**src/sv/tptt_pkg.sv**
```systemverilog
// tptt_pkg: types and constants for the touch point tracking table
// used by touch_point_tracking_table and its checker; no dependencies
`timescale 1ns / 1ps
`default_nettype none
package tptt_pkg;
  localparam int TableDepth = 16;
  localparam int IdxW       = $clog2(TableDepth);
  localparam int IdW        = 16;
  localparam int CoordW     = 12;
  localparam int MinDistW   = 13;
  localparam int SqW        = 2 * CoordW + 1;
  localparam int RootW      = CoordW + 1;

  typedef enum logic [1:0] {
    OP_INSERT = 2'd0,
    OP_UPDATE = 2'd1,
    OP_DELETE = 2'd2,
    OP_FIND   = 2'd3
  } op_e;

  typedef enum logic [1:0] {
    ST_OK        = 2'd0,
    ST_NOT_FOUND = 2'd1,
    ST_FULL      = 2'd2
  } status_e;

  typedef enum logic [2:0] {
    S_IDLE,
    S_SCAN,
    S_READ,
    S_SQUARE,
    S_ROOT,
    S_WRITE,
    S_DONE
  } state_e;
endpackage
`default_nettype wire

```
**src/sv/touch_point_tracking_table.sv**
```systemverilog
// touch_point_tracking_table: table of active touch points held in a synchronous ram
// depends on tptt_pkg
//
// usage: raise start with op_i and its operands while busy is low; the block
// raises busy and later gives exactly one result on result_id_o / status_o,
// marked by a one-cycle done_o strobe. busy drops in the cycle after done_o.
// valid bits live in flip-flops and are scanned one slot per cycle, pausing
// at each valid slot for a ram read in update, delete and find, to find the
// lowest free slot, the lowest slot holding entry_id_i, or for find the
// nearest point closer than min_distance_i (ties go to the lower identifier).
// point data (identifier, x, y) lives in a ram with a registered read port.
// update and delete read each valid slot until one holds entry_id_i.
// find reads every valid slot, computes the squares and takes a bit-serial
// square root with RootW result bits to get its distance to the point.
// reset clears all valid bits and the identifier counter; the ram contents
// are left as they are. the receiver cannot stall: done_o marks each result
// for exactly one cycle.
`timescale 1ns / 1ps
`default_nettype none
module touch_point_tracking_table (
  input  wire logic                          clk_i,
  input  wire logic                          rst_ni,
  input  wire logic                          start,
  output logic                               busy,
  output logic                               done_o,
  input  wire logic [1:0]                    op_i,
  input  wire logic [tptt_pkg::CoordW-1:0]   pos_x_i,
  input  wire logic [tptt_pkg::CoordW-1:0]   pos_y_i,
  input  wire logic [tptt_pkg::IdW-1:0]      entry_id_i,
  input  wire logic [tptt_pkg::MinDistW-1:0] min_distance_i,
  output logic [tptt_pkg::IdW-1:0]           result_id_o,
  output logic [1:0]                         status_o
);
  localparam int EntW = tptt_pkg::IdW + 2 * tptt_pkg::CoordW;
  localparam int CntW = $clog2(tptt_pkg::RootW + 1);

  tptt_pkg::state_e state_q, state_d;

  logic                            accept;
  logic [tptt_pkg::TableDepth-1:0] valid_q, valid_d;
  logic [tptt_pkg::IdW-1:0]        ctr_q, ctr_d;
  logic [tptt_pkg::IdxW:0]         idx_q, idx_d;
  logic [1:0]                      op_q;
  logic [tptt_pkg::CoordW-1:0]     px_q, py_q;
  logic [tptt_pkg::IdW-1:0]        eid_q;
  logic [tptt_pkg::MinDistW-1:0]   mind_q;
  logic [tptt_pkg::IdW-1:0]        rid_q, rid_d;
  logic [1:0]                      st_q, st_d;
  logic                            hit_q, hit_d;
  logic [tptt_pkg::RootW-1:0]      best_q, best_d;
  logic [tptt_pkg::IdW-1:0]        bid_q, bid_d;
  logic [tptt_pkg::IdW-1:0]        slot_id_q, slot_id_d;
  logic [tptt_pkg::SqW-1:0]        rem_q, rem_d;
  logic [tptt_pkg::RootW-1:0]      root_q, root_d;
  logic [CntW-1:0]                 cnt_q, cnt_d;
  logic                            done_q, done_d;

  // ram
  logic [EntW-1:0] mem [tptt_pkg::TableDepth];
  logic [EntW-1:0] rdata_q;
  logic            we;
  logic [tptt_pkg::IdxW-1:0] waddr, raddr;
  logic [EntW-1:0] wdata;

  always_ff @(posedge clk_i) begin
    if (we) mem[waddr] <= wdata;
    rdata_q <= mem[raddr];
  end

  logic [tptt_pkg::IdW-1:0]    r_id;
  logic [tptt_pkg::CoordW-1:0] r_x, r_y, dx, dy;
  logic [tptt_pkg::IdxW-1:0]   idx;
  logic [tptt_pkg::IdW-1:0]    nid;
  logic [tptt_pkg::SqW+1:0]    trial;
  logic [2*tptt_pkg::RootW-1:0] trial_bit;

  assign accept = start && !busy;
  assign r_id = rdata_q[EntW-1 -: tptt_pkg::IdW];
  assign r_x  = rdata_q[2*tptt_pkg::CoordW-1 -: tptt_pkg::CoordW];
  assign r_y  = rdata_q[tptt_pkg::CoordW-1:0];
  assign dx   = (r_x >= px_q) ? r_x - px_q : px_q - r_x;
  assign dy   = (r_y >= py_q) ? r_y - py_q : py_q - r_y;
  assign idx  = idx_q[tptt_pkg::IdxW-1:0];
  assign nid  = (ctr_q + 1'b1 == '0) ? tptt_pkg::IdW'(1) : ctr_q + 1'b1;

  // restoring square root, one result bit per cycle
  always_comb begin
    trial_bit = '0;
    trial_bit[2*cnt_q] = 1'b1;
    trial = {2'b00, rem_q}
          - (tptt_pkg::SqW+2)'(({{tptt_pkg::RootW{1'b0}}, root_q} << (2 * cnt_q + 2)))
          - (tptt_pkg::SqW+2)'(trial_bit);
  end

  always_comb begin
    state_d = state_q; valid_d = valid_q; ctr_d = ctr_q; idx_d = idx_q;
    rid_d = rid_q; st_d = st_q; hit_d = hit_q; best_d = best_q; bid_d = bid_q;
    slot_id_d = slot_id_q; rem_d = rem_q; root_d = root_q; cnt_d = cnt_q;
    done_d = 1'b0; we = 1'b0; waddr = idx; raddr = idx;
    wdata = {nid, px_q, py_q};
    case (state_q)
      tptt_pkg::S_IDLE: begin
        if (accept) begin
          state_d = tptt_pkg::S_SCAN; idx_d = '0; hit_d = 1'b0; bid_d = '0;
          best_d = '1;
        end
      end
      tptt_pkg::S_SCAN: begin
        if (idx_q == (tptt_pkg::IdxW+1)'(tptt_pkg::TableDepth)) begin
          rid_d = '0;
          if (op_q == tptt_pkg::OP_FIND) begin
            st_d = hit_q ? tptt_pkg::ST_OK : tptt_pkg::ST_NOT_FOUND;
            rid_d = hit_q ? bid_q : '0;
          end else if (op_q == tptt_pkg::OP_INSERT) st_d = tptt_pkg::ST_FULL;
          else st_d = tptt_pkg::ST_NOT_FOUND;
          state_d = tptt_pkg::S_DONE;
        end else if (op_q == tptt_pkg::OP_INSERT) begin
          if (!valid_q[idx]) begin
            we = 1'b1; valid_d[idx] = 1'b1; ctr_d = nid;
            rid_d = nid; st_d = tptt_pkg::ST_OK; state_d = tptt_pkg::S_DONE;
          end else idx_d = idx_q + 1'b1;
        end else if (valid_q[idx]) state_d = tptt_pkg::S_READ;
        else idx_d = idx_q + 1'b1;
      end
      tptt_pkg::S_READ: begin
        // rdata_q now holds the slot
        slot_id_d = r_id;
        if (op_q == tptt_pkg::OP_FIND) state_d = tptt_pkg::S_SQUARE;
        else if (r_id == eid_q) state_d = tptt_pkg::S_WRITE;
        else begin idx_d = idx_q + 1'b1; state_d = tptt_pkg::S_SCAN; end
      end
      tptt_pkg::S_SQUARE: begin
        rem_d = tptt_pkg::SqW'(dx) * tptt_pkg::SqW'(dx)
              + tptt_pkg::SqW'(dy) * tptt_pkg::SqW'(dy);
        root_d = '0; cnt_d = CntW'(tptt_pkg::RootW - 1);
        state_d = tptt_pkg::S_ROOT;
      end
      tptt_pkg::S_ROOT: begin
        if (!trial[tptt_pkg::SqW+1]) begin
          rem_d = trial[tptt_pkg::SqW-1:0];
          root_d = {root_q[tptt_pkg::RootW-2:0], 1'b1};
        end else root_d = {root_q[tptt_pkg::RootW-2:0], 1'b0};
        if (cnt_q == '0) begin
          if ((tptt_pkg::MinDistW)'(root_d) < mind_q &&
              (!hit_q || root_d < best_q || (root_d == best_q && slot_id_q < bid_q))) begin
            hit_d = 1'b1; best_d = root_d; bid_d = slot_id_q;
          end
          idx_d = idx_q + 1'b1; state_d = tptt_pkg::S_SCAN;
        end else cnt_d = cnt_q - 1'b1;
      end
      tptt_pkg::S_WRITE: begin
        if (op_q == tptt_pkg::OP_DELETE) valid_d[idx] = 1'b0;
        else begin we = 1'b1; wdata = {slot_id_q, px_q, py_q}; end
        rid_d = '0; st_d = tptt_pkg::ST_OK; state_d = tptt_pkg::S_DONE;
      end
      tptt_pkg::S_DONE: begin
        done_d = 1'b1; state_d = tptt_pkg::S_IDLE;
      end
      default: state_d = tptt_pkg::S_IDLE;
    endcase
  end

  always_ff @(posedge clk_i or negedge rst_ni) begin
    if (!rst_ni) begin
      state_q <= tptt_pkg::S_IDLE; valid_q <= '0; ctr_q <= '0; done_q <= 1'b0;
    end else begin
      state_q <= state_d; valid_q <= valid_d; ctr_q <= ctr_d; done_q <= done_d;
    end
  end

  always_ff @(posedge clk_i) begin
    idx_q <= idx_d; rid_q <= rid_d; st_q <= st_d; hit_q <= hit_d;
    best_q <= best_d; bid_q <= bid_d; slot_id_q <= slot_id_d;
    rem_q <= rem_d; root_q <= root_d; cnt_q <= cnt_d;
    if (state_q == tptt_pkg::S_IDLE && accept) begin
      op_q <= op_i; px_q <= pos_x_i; py_q <= pos_y_i; eid_q <= entry_id_i;
      mind_q <= min_distance_i;
    end
  end

  assign busy        = (state_q != tptt_pkg::S_IDLE) || done_q;
  assign done_o      = done_q;
  assign result_id_o = rid_q;
  assign status_o    = st_q;
endmodule
`default_nettype wire

```
**config.mk**
```make
export PLATFORM = sky130hd
export DESIGN_NAME = touch_point_tracking_table
export DESIGN_NICKNAME = d
export VERILOG_FILES = /design/src/sv/tptt_pkg.sv /design/src/sv/touch_point_tracking_table.sv
export SDC_FILE = /design/constraint.sdc
export NUM_CORES = 2
export LEC_CHECK = 0
export BUFFER_PORTS_ARGS = -buffer_cell sky130_fd_sc_hd__buf_4
export CELL_PAD_IN_SITES_DETAIL_PLACEMENT = 0
export CELL_PAD_IN_SITES_GLOBAL_PLACEMENT = 1
export CORE_MARGIN = 3
export CORE_UTILIZATION = 58
export DETAILED_ROUTE_END_ITERATION = 8
export MAX_ROUTING_LAYER = met4
export PLACE_DENSITY = 0.87
export SLEW_MARGIN = 5
export SYNTH_ARGS = -nofsm -noshare
export SYNTH_HDL_FRONTEND = slang
export SYNTH_SLANG_ARGS = --single-unit
```
**constraint.sdc**
```tcl
create_clock -name clk_i -period 28.5 [get_ports clk_i]
set_clock_uncertainty 0.15 [all_clocks]
set_input_delay 5.7 -clock clk_i [delete_from_list [all_inputs] [get_ports clk_i]]
set_output_delay 5.7 -clock clk_i [all_outputs]
set_load 0.01 [all_outputs]
```
==> Word-level counts from Yosys, hierarchy flattened <==
Memories as Yosys holds them, arrays and structs flattened. A register that Yosys moved wholly into a read port is not among the register bits.
Cells that the tools add are included.
{ "word_totals": {"register_bits": 202, "mem_bits_rw": 640, "input_bits": 58, "word_cells": 178, "n_memories": 1} }
{ "classes": {"add_sub_neg": 11, "multipliers": 2, "n_lt_le_gt_ge": 9, "eq_ne": 28, "shifts": 1, "mux": 74, "bitwise": 5, "reduce_logical": 28} }
{ "mem_list": {"columns": ["name", "words", "width", "rd", "rd_clocked_by_memory_dff", "write_ports", "line", "text"], "rows": [
  ["mem", 16, 40, 1, 1, 1, "touch_point_tracking_table.sv:59", "logic [EntW-1:0] mem [tptt_pkg::TableDepth];"]
]} }
{ "ops": {"columns": ["op", "count"], "rows": [
  ["$mux W16", 13],
  ["$pmux W16 S2", 3],
  ["$mux W40", 2],
  ["$mux W13", 4],
  ["$pmux W13 S2", 2],
  ["$pmux W25 S2", 1],
  ["$mul A12 B12 Y24", 2],
  ["$sub A12 B12 Y12", 4],
  ["$mux W5", 8],
  ["$shl A13 B6 Y27", 1],
  ["$sub A25 B27 Y27", 1],
  ["$sub A27 B25 Y27", 1],
  ["$lt A13 B13 Y1", 2],
  ["$add A24 B24 Y25", 1],
  ["$mux W25", 1],
  ["$ge A12 B12 Y1", 2],
  ["$mux W12", 2],
  ["$mux W3", 8],
  ["$ne A2 B2 Y1 const B", 11],
  ["$pmux W5 S4", 1],
  ["$pmux W3 S6", 1],
  ["$add A16 B1 Y16 const B", 1],
  ["$and A16 B16 Y16", 1],
  ["$eq A16 B16 Y1", 1],
  ["other kinds (42)", 84]
]} }

==> Logic depth before layout (Yosys ltp) <==
{ "logic_depth": {"word_depth": 14, "depth_mapped": 39, "depth_no_buf": 37} }

==> Least setup slack after synthesis <==
OpenSTA, ideal clock, no wires.
{ "synth_timing": {"path_kind": "flip-flop to flip-flop", "from": "reg px_q[0] (netlist name)", "to": "reg rem_q[24] (netlist name) (data pin)", "setup_time_ps": 271, "arrival_time_ps": 9080, "slack_ps": 19000, "stages_incl_launch_ff": 36, "n_path_buf": 1, "path_cell_list": "edfxtp_1 ha_1 inv_1 fa_1 a21o_1 a21o_1 a2111oi_4 o21ai_2 nand2_2 buf_6 mux2i_1 xnor2_2 inv_2 or3_1 fa_1 inv_1 fa_1 inv_1 fa_1 fa_1 inv_1 fa_1 fa_1 inv_1 fa_1 inv_1 ha_1 and2_1 or3_1 a211oi_1 o21ai_0 a311oi_1 o21bai_1 a21oi_1 xnor2_1 a21oi_1"} }
{ "synth_via": {"elab_chain_len": 5, "word_cells_on_any_way": 7} }
{ "synth_lines": {"columns": ["item", "line", "text"], "rows": [
  ["from (decl)", "touch_point_tracking_table.sv:44", "logic [tptt_pkg::CoordW-1:0] px_q, py_q;"],
  ["from (signal assigned)", "touch_point_tracking_table.sv:176", "op_q <= op_i; px_q <= pos_x_i; py_q <= pos_y_i; eid_q <= entry_id_i;"],
  ["$sub A12 B12 Y12 / $ge A12 B12 Y1 (equally long branches)", "touch_point_tracking_table.sv:81", "assign dx = (r_x >= px_q) ? r_x - px_q : px_q - r_x;"],
  ["$mux W12 *", "touch_point_tracking_table.sv:81", null],
  ["$mul A12 B12 Y24 *", "touch_point_tracking_table.sv:133", "rem_d = tptt_pkg::SqW'(dx) * tptt_pkg::SqW'(dx)"],
  ["$add A24 B24 Y25 *", "touch_point_tracking_table.sv:134", "+ tptt_pkg::SqW'(dy) * tptt_pkg::SqW'(dy);"],
  ["$pmux W25 S2 *", "touch_point_tracking_table.sv:101", "case (state_q)"],
  ["net rem_d, one bit", "touch_point_tracking_table.sv:53", "logic [tptt_pkg::SqW-1:0] rem_q, rem_d;"],
  ["to (signal assigned)", "touch_point_tracking_table.sv:174", "rem_q <= rem_d; root_q <= root_d; cnt_q <= cnt_d;"],
  ["to (decl)", "touch_point_tracking_table.sv:53", null]
]} }
The timed path passes the listed nets; every way through them passes the cells marked *.
A chain may end at the register's enable or synchronous reset.

==> Worst setup path in the final report <==
{ "layout_timing": {"from": "reg px_q[1] (netlist name)", "to": "reg rem_q[18] (netlist name) (data pin)"} }
The elaborated chain is that of the path after synthesis.

==> metrics.md <==
| Metric | Value |
|---|---|
| First-pass DRT Iterations | 7 |
| Layout fillers | 5640 |
| Arrival @ worst endpoint | 11.06 ns |
| Detailed-route via count | 26900 |
| Distinct cells, synth | 81 |
| Worst setup EP type | flip-flop |
| Mux cell area share after synthesis | 0.111 |
| Avg Cell Area, Syn | 14.4 um^2 |
| Post-CTS Setup Bufs | 0 |
| Initial DRC count | 2536 |
| Htree depth | 3 |
| Xor-xnor portion of the synthesized cell area | 0.0241 |
| Worst Path Required | 28.71 ns |
| Rel. slew slack | 0.100 |
| Status | completed |
| WL final | 109 mm |
| Post-Synth Simple-Gate Area | 0.0647 |
| RePlAce Congestion | 0.910 |
| DR DRC count | 0 |
| Top Ports | 78 |
| Synth Instances | 3243 |
| Synth Area in Compound Gates | 0.0468 |
| Crit path max fanout | 19 |
| Worst stage delay on the critical path | 0.77 ns |
| First-pass GRT wire length | 167 mm |
| Hold Path Stages | 0 |
| Fmax | 0.0922 GHz |
| All-Layer GR Usage | 0.268 |
| Crit Path Category | reg2reg |
| Clock transition at the registers of the reported paths | 0.06 ns |
| Core area | 0.0794 mm^2 |
| Clk Latency, worst-skew pair | 0.67 ns |
| Worst min-delay path class | reg2reg |
| # nets final | 3860 |
| Min cycle time layout | 10.84 ns |
| Slew Limit Fails | 0 |
| Initial antenna violation count | 1 |
| Die area | 0.0841 mm^2 |
| R2R Setup Slk | 17.66 ns |
| CTS resizes | 0 |
| Starting Density | 0.589 |
| RSZ-0062 raised after global routing | no |
| CP Capture Point | rem_q[18]$_DFFE_PP_ |
| Crit start category | flip-flop |
| Syn Nets | 3757 |
| Hold_buf cts | 0 |
| Antenna Nets Post-Route | 0 |
| Dpl hpwl | 67.5 mm |
| Setup TNS Final | 0 ns |
| Worst setup path start | px_q[1]$_DFFE_PP_ |
| CTS Sinks | 882 |
| Avg WL per Cell | 24.3 um |
| FF-to-FF Start | px_q[1]$_DFFE_PP_ |
| Max-Cap Viols | 0 |
| Vias in the first global route | 28100 |
| Worst R2R End | rem_q[18]$_DFFE_PP_ |
| Post-synth EDFFs | 806 |
| Synth Cell Area | 0.0468 mm^2 |
| Worst path most repeated cell | fa_1 |
| Setup Viol. Count Final | 0 |
| Vias/cell | 6.02 |
| Post-synthesis adder-cell area fraction | 0.157 |
| Sequential cell area fraction in the yosys report | 0.554 |
| Worst-margin pin slew | 1.35 ns |
| Post-synth top flop | edfxtp_1 |
| Vert. Die Dim | 290 um |
| GRT overflow | 0 |
| Clk buf depth | 3 |
| P&R area growth vs syn | 10.7% |
| TritonCTS buffer count | 89 |
| Yosys warns | 0 |
| R2R depth | 33 |
| CTS tree | done |
| Antenna Diode Count | 0 |
| Port-buffer cells | 77 |
| Die Wd | 290 um |
| CTS Root Cell | clkbuf_16 |
| Combinational family with the most area after synthesis | adder cells |
| Period utilization | 0.380 |
| Share of cells above drive strength 1 | 0.162 |
| Final hold violations | 0 |
| Largest net degree at the start of global routing | 169 |
| FF+latch count, synth | 882 |
| Slowest cell on the critical path | edfxtp_1 |
| Ys async rst share | 0.0408 |
| Standard-cell rows | 103 |
## critical path, delay by kind of cell, from the launching register on
kind                     cells  cell delay [ns]
adder cells (fa/ha/maj)      9             4.47
AO/OA/AOI/OAI                9             2.35
multiplexers                 1             0.16
AND/OR/NAND/NOR              5             1.24
XOR/XNOR                     2             0.67
flip-flops                   1             0.77
buffers and inverters        7             0.71
## how the worst min path moves through the flow
stage                        start                      end  slack [ns]
3_5_place_dp   rdata_q[37]$_DFF_P_  slot_id_q[13]$_DFFE_PP_        0.30
6_report       rdata_q[34]$_DFF_P_  slot_id_q[10]$_DFFE_PP_        0.31
5_1_grt        rdata_q[34]$_DFF_P_  slot_id_q[10]$_DFFE_PP_        0.32
2_1_floorplan  rdata_q[37]$_DFF_P_  slot_id_q[13]$_DFFE_PP_        0.28
3_3_place_gp   rdata_q[37]$_DFF_P_  slot_id_q[13]$_DFFE_PP_        0.29
4_1_cts        rdata_q[34]$_DFF_P_  slot_id_q[10]$_DFFE_PP_        0.31
## layout by cell type, fill, tap and decap left out, types with 20 or more instances in the layout
cell / n
edfxtp_1: 806
inv_1: 411
ha_1: 239
fa_1: 217
nor2_1: 207
mux4_2: 206
nand2_1: 173
buf_4: 122
a21oi_1: 96
clkbuf_16: 90
o21ai_0: 84
xnor2_1: 74
nand2b_1: 62
xor2_1: 49
dfxtp_1: 40
a21o_1: 39
dfrtp_1: 36
and3_1: 33
nand3_1: 28
mux2_2: 25
nor3_1: 25
mux2i_1: 25
nor2b_1: 22
or2_2: 20
clkbuf_1: 20
## area by class of cell
cell class                 instances  area (um^2)  share of cell area
multi-input combinational       1832        19000               0.367
inverter                         417         1570              0.0302
tap                             1050         1310              0.0254
clock inverter                    50          574              0.0111
clock buffer                     118         2440              0.0471
timing repair buffer             124          956              0.0185
sequential                       882        25900               0.500
## stage by stage
| stage | hold slack, ns | setup WS, ns | cell area, um^2 | instances | util |
|---|---|---|---|---|---|
| 6_report | 0.314 | 17.66 | 51800 | 4473 | 0.652 |
| 5_1_grt | 0.319 | 17.01 | 51800 | 4473 | 0.652 |
| 4_1_cts | 0.312 | 17.69 | 51700 | 4473 | 0.652 |
| 3_5_place_dp | 0.305 | 17.75 | 48700 | 4305 | 0.614 |
| 3_3_place_gp | 0.293 | 18.02 | 48700 | 4305 | 0.614 |
| 2_1_floorplan | 0.278 | 19.00 | 46800 | 3243 | - |
## synth_stat cells, types with 6 or more instances
cell,count,area share
nor2_1,222,0.018
mux2i_1,26,0.0056
a21oi_1,104,0.011
a22oi_1,6,0.00096
nand4_1,19,0.0025
xor2_1,49,0.0092
nand3_1,28,0.0030
ha_1,239,0.064
clkbuf_1,79,0.0063
inv_1,412,0.033
a211oi_1,18,0.0029
buf_2,14,0.0015
o31ai_1,8,0.0013
nor3_1,25,0.0027
mux4_2,206,0.099
dfxtp_1,40,0.017
xnor2_1,74,0.014
or2_2,20,0.0027
and3_1,33,0.0044
dfrtp_1,36,0.019
o21bai_1,9,0.0014
o22ai_1,7,0.00094
fa_1,217,0.093
buf_1,15,0.0012
nand2b_1,62,0.0083
a21o_1,39,0.0063
mux2_2,25,0.0060
nand2_1,173,0.014
nor2b_1,22,0.0029
o21a_1,12,0.0019
o21ai_0,85,0.0091
or3_1,14,0.0019
edfxtp_1,806,0.52
a31oi_1,7,0.00094
## routing by layer
metal / up-vias / global-route usage / wire length [um]
li1: 11900 / - / -
met1: 13700 / 0.359 / 42800
met2: 1117 / 0.431 / 54400
met3: 207 / 0.0437 / 8620
met4: 0 / 0.0776 / 2940
met5: - / - / 0
## kinds of logic (layout without fill, tap and decap cells)
kind of cell | Yosys count | count (layout)
multiplexers | 257 | 257
buffers and inverters | 529 | 709
XOR/XNOR | 126 | 126
AND/OR/NAND/NOR | 646 | 646
adder cells (fa/ha/maj) | 456 | 456
AO/OA/AOI/OAI | 347 | 347
flip-flops | 882 | 882
## flip-flops by register name, indices dropped and copies added (netlist names), 16 cells and up, named ones only
| register | flops |
|---|---|
| mem | 640 |
| rdata_q | 40 |
| rem_q | 25 |
| bid_q | 16 |
| ctr_q | 16 |
| eid_q | 16 |
| result_id_o | 16 |
| slot_id_q | 16 |
Power is not shown: default switching activity piles up to over one toggle a cycle in this logic, so the estimate is an artifact.
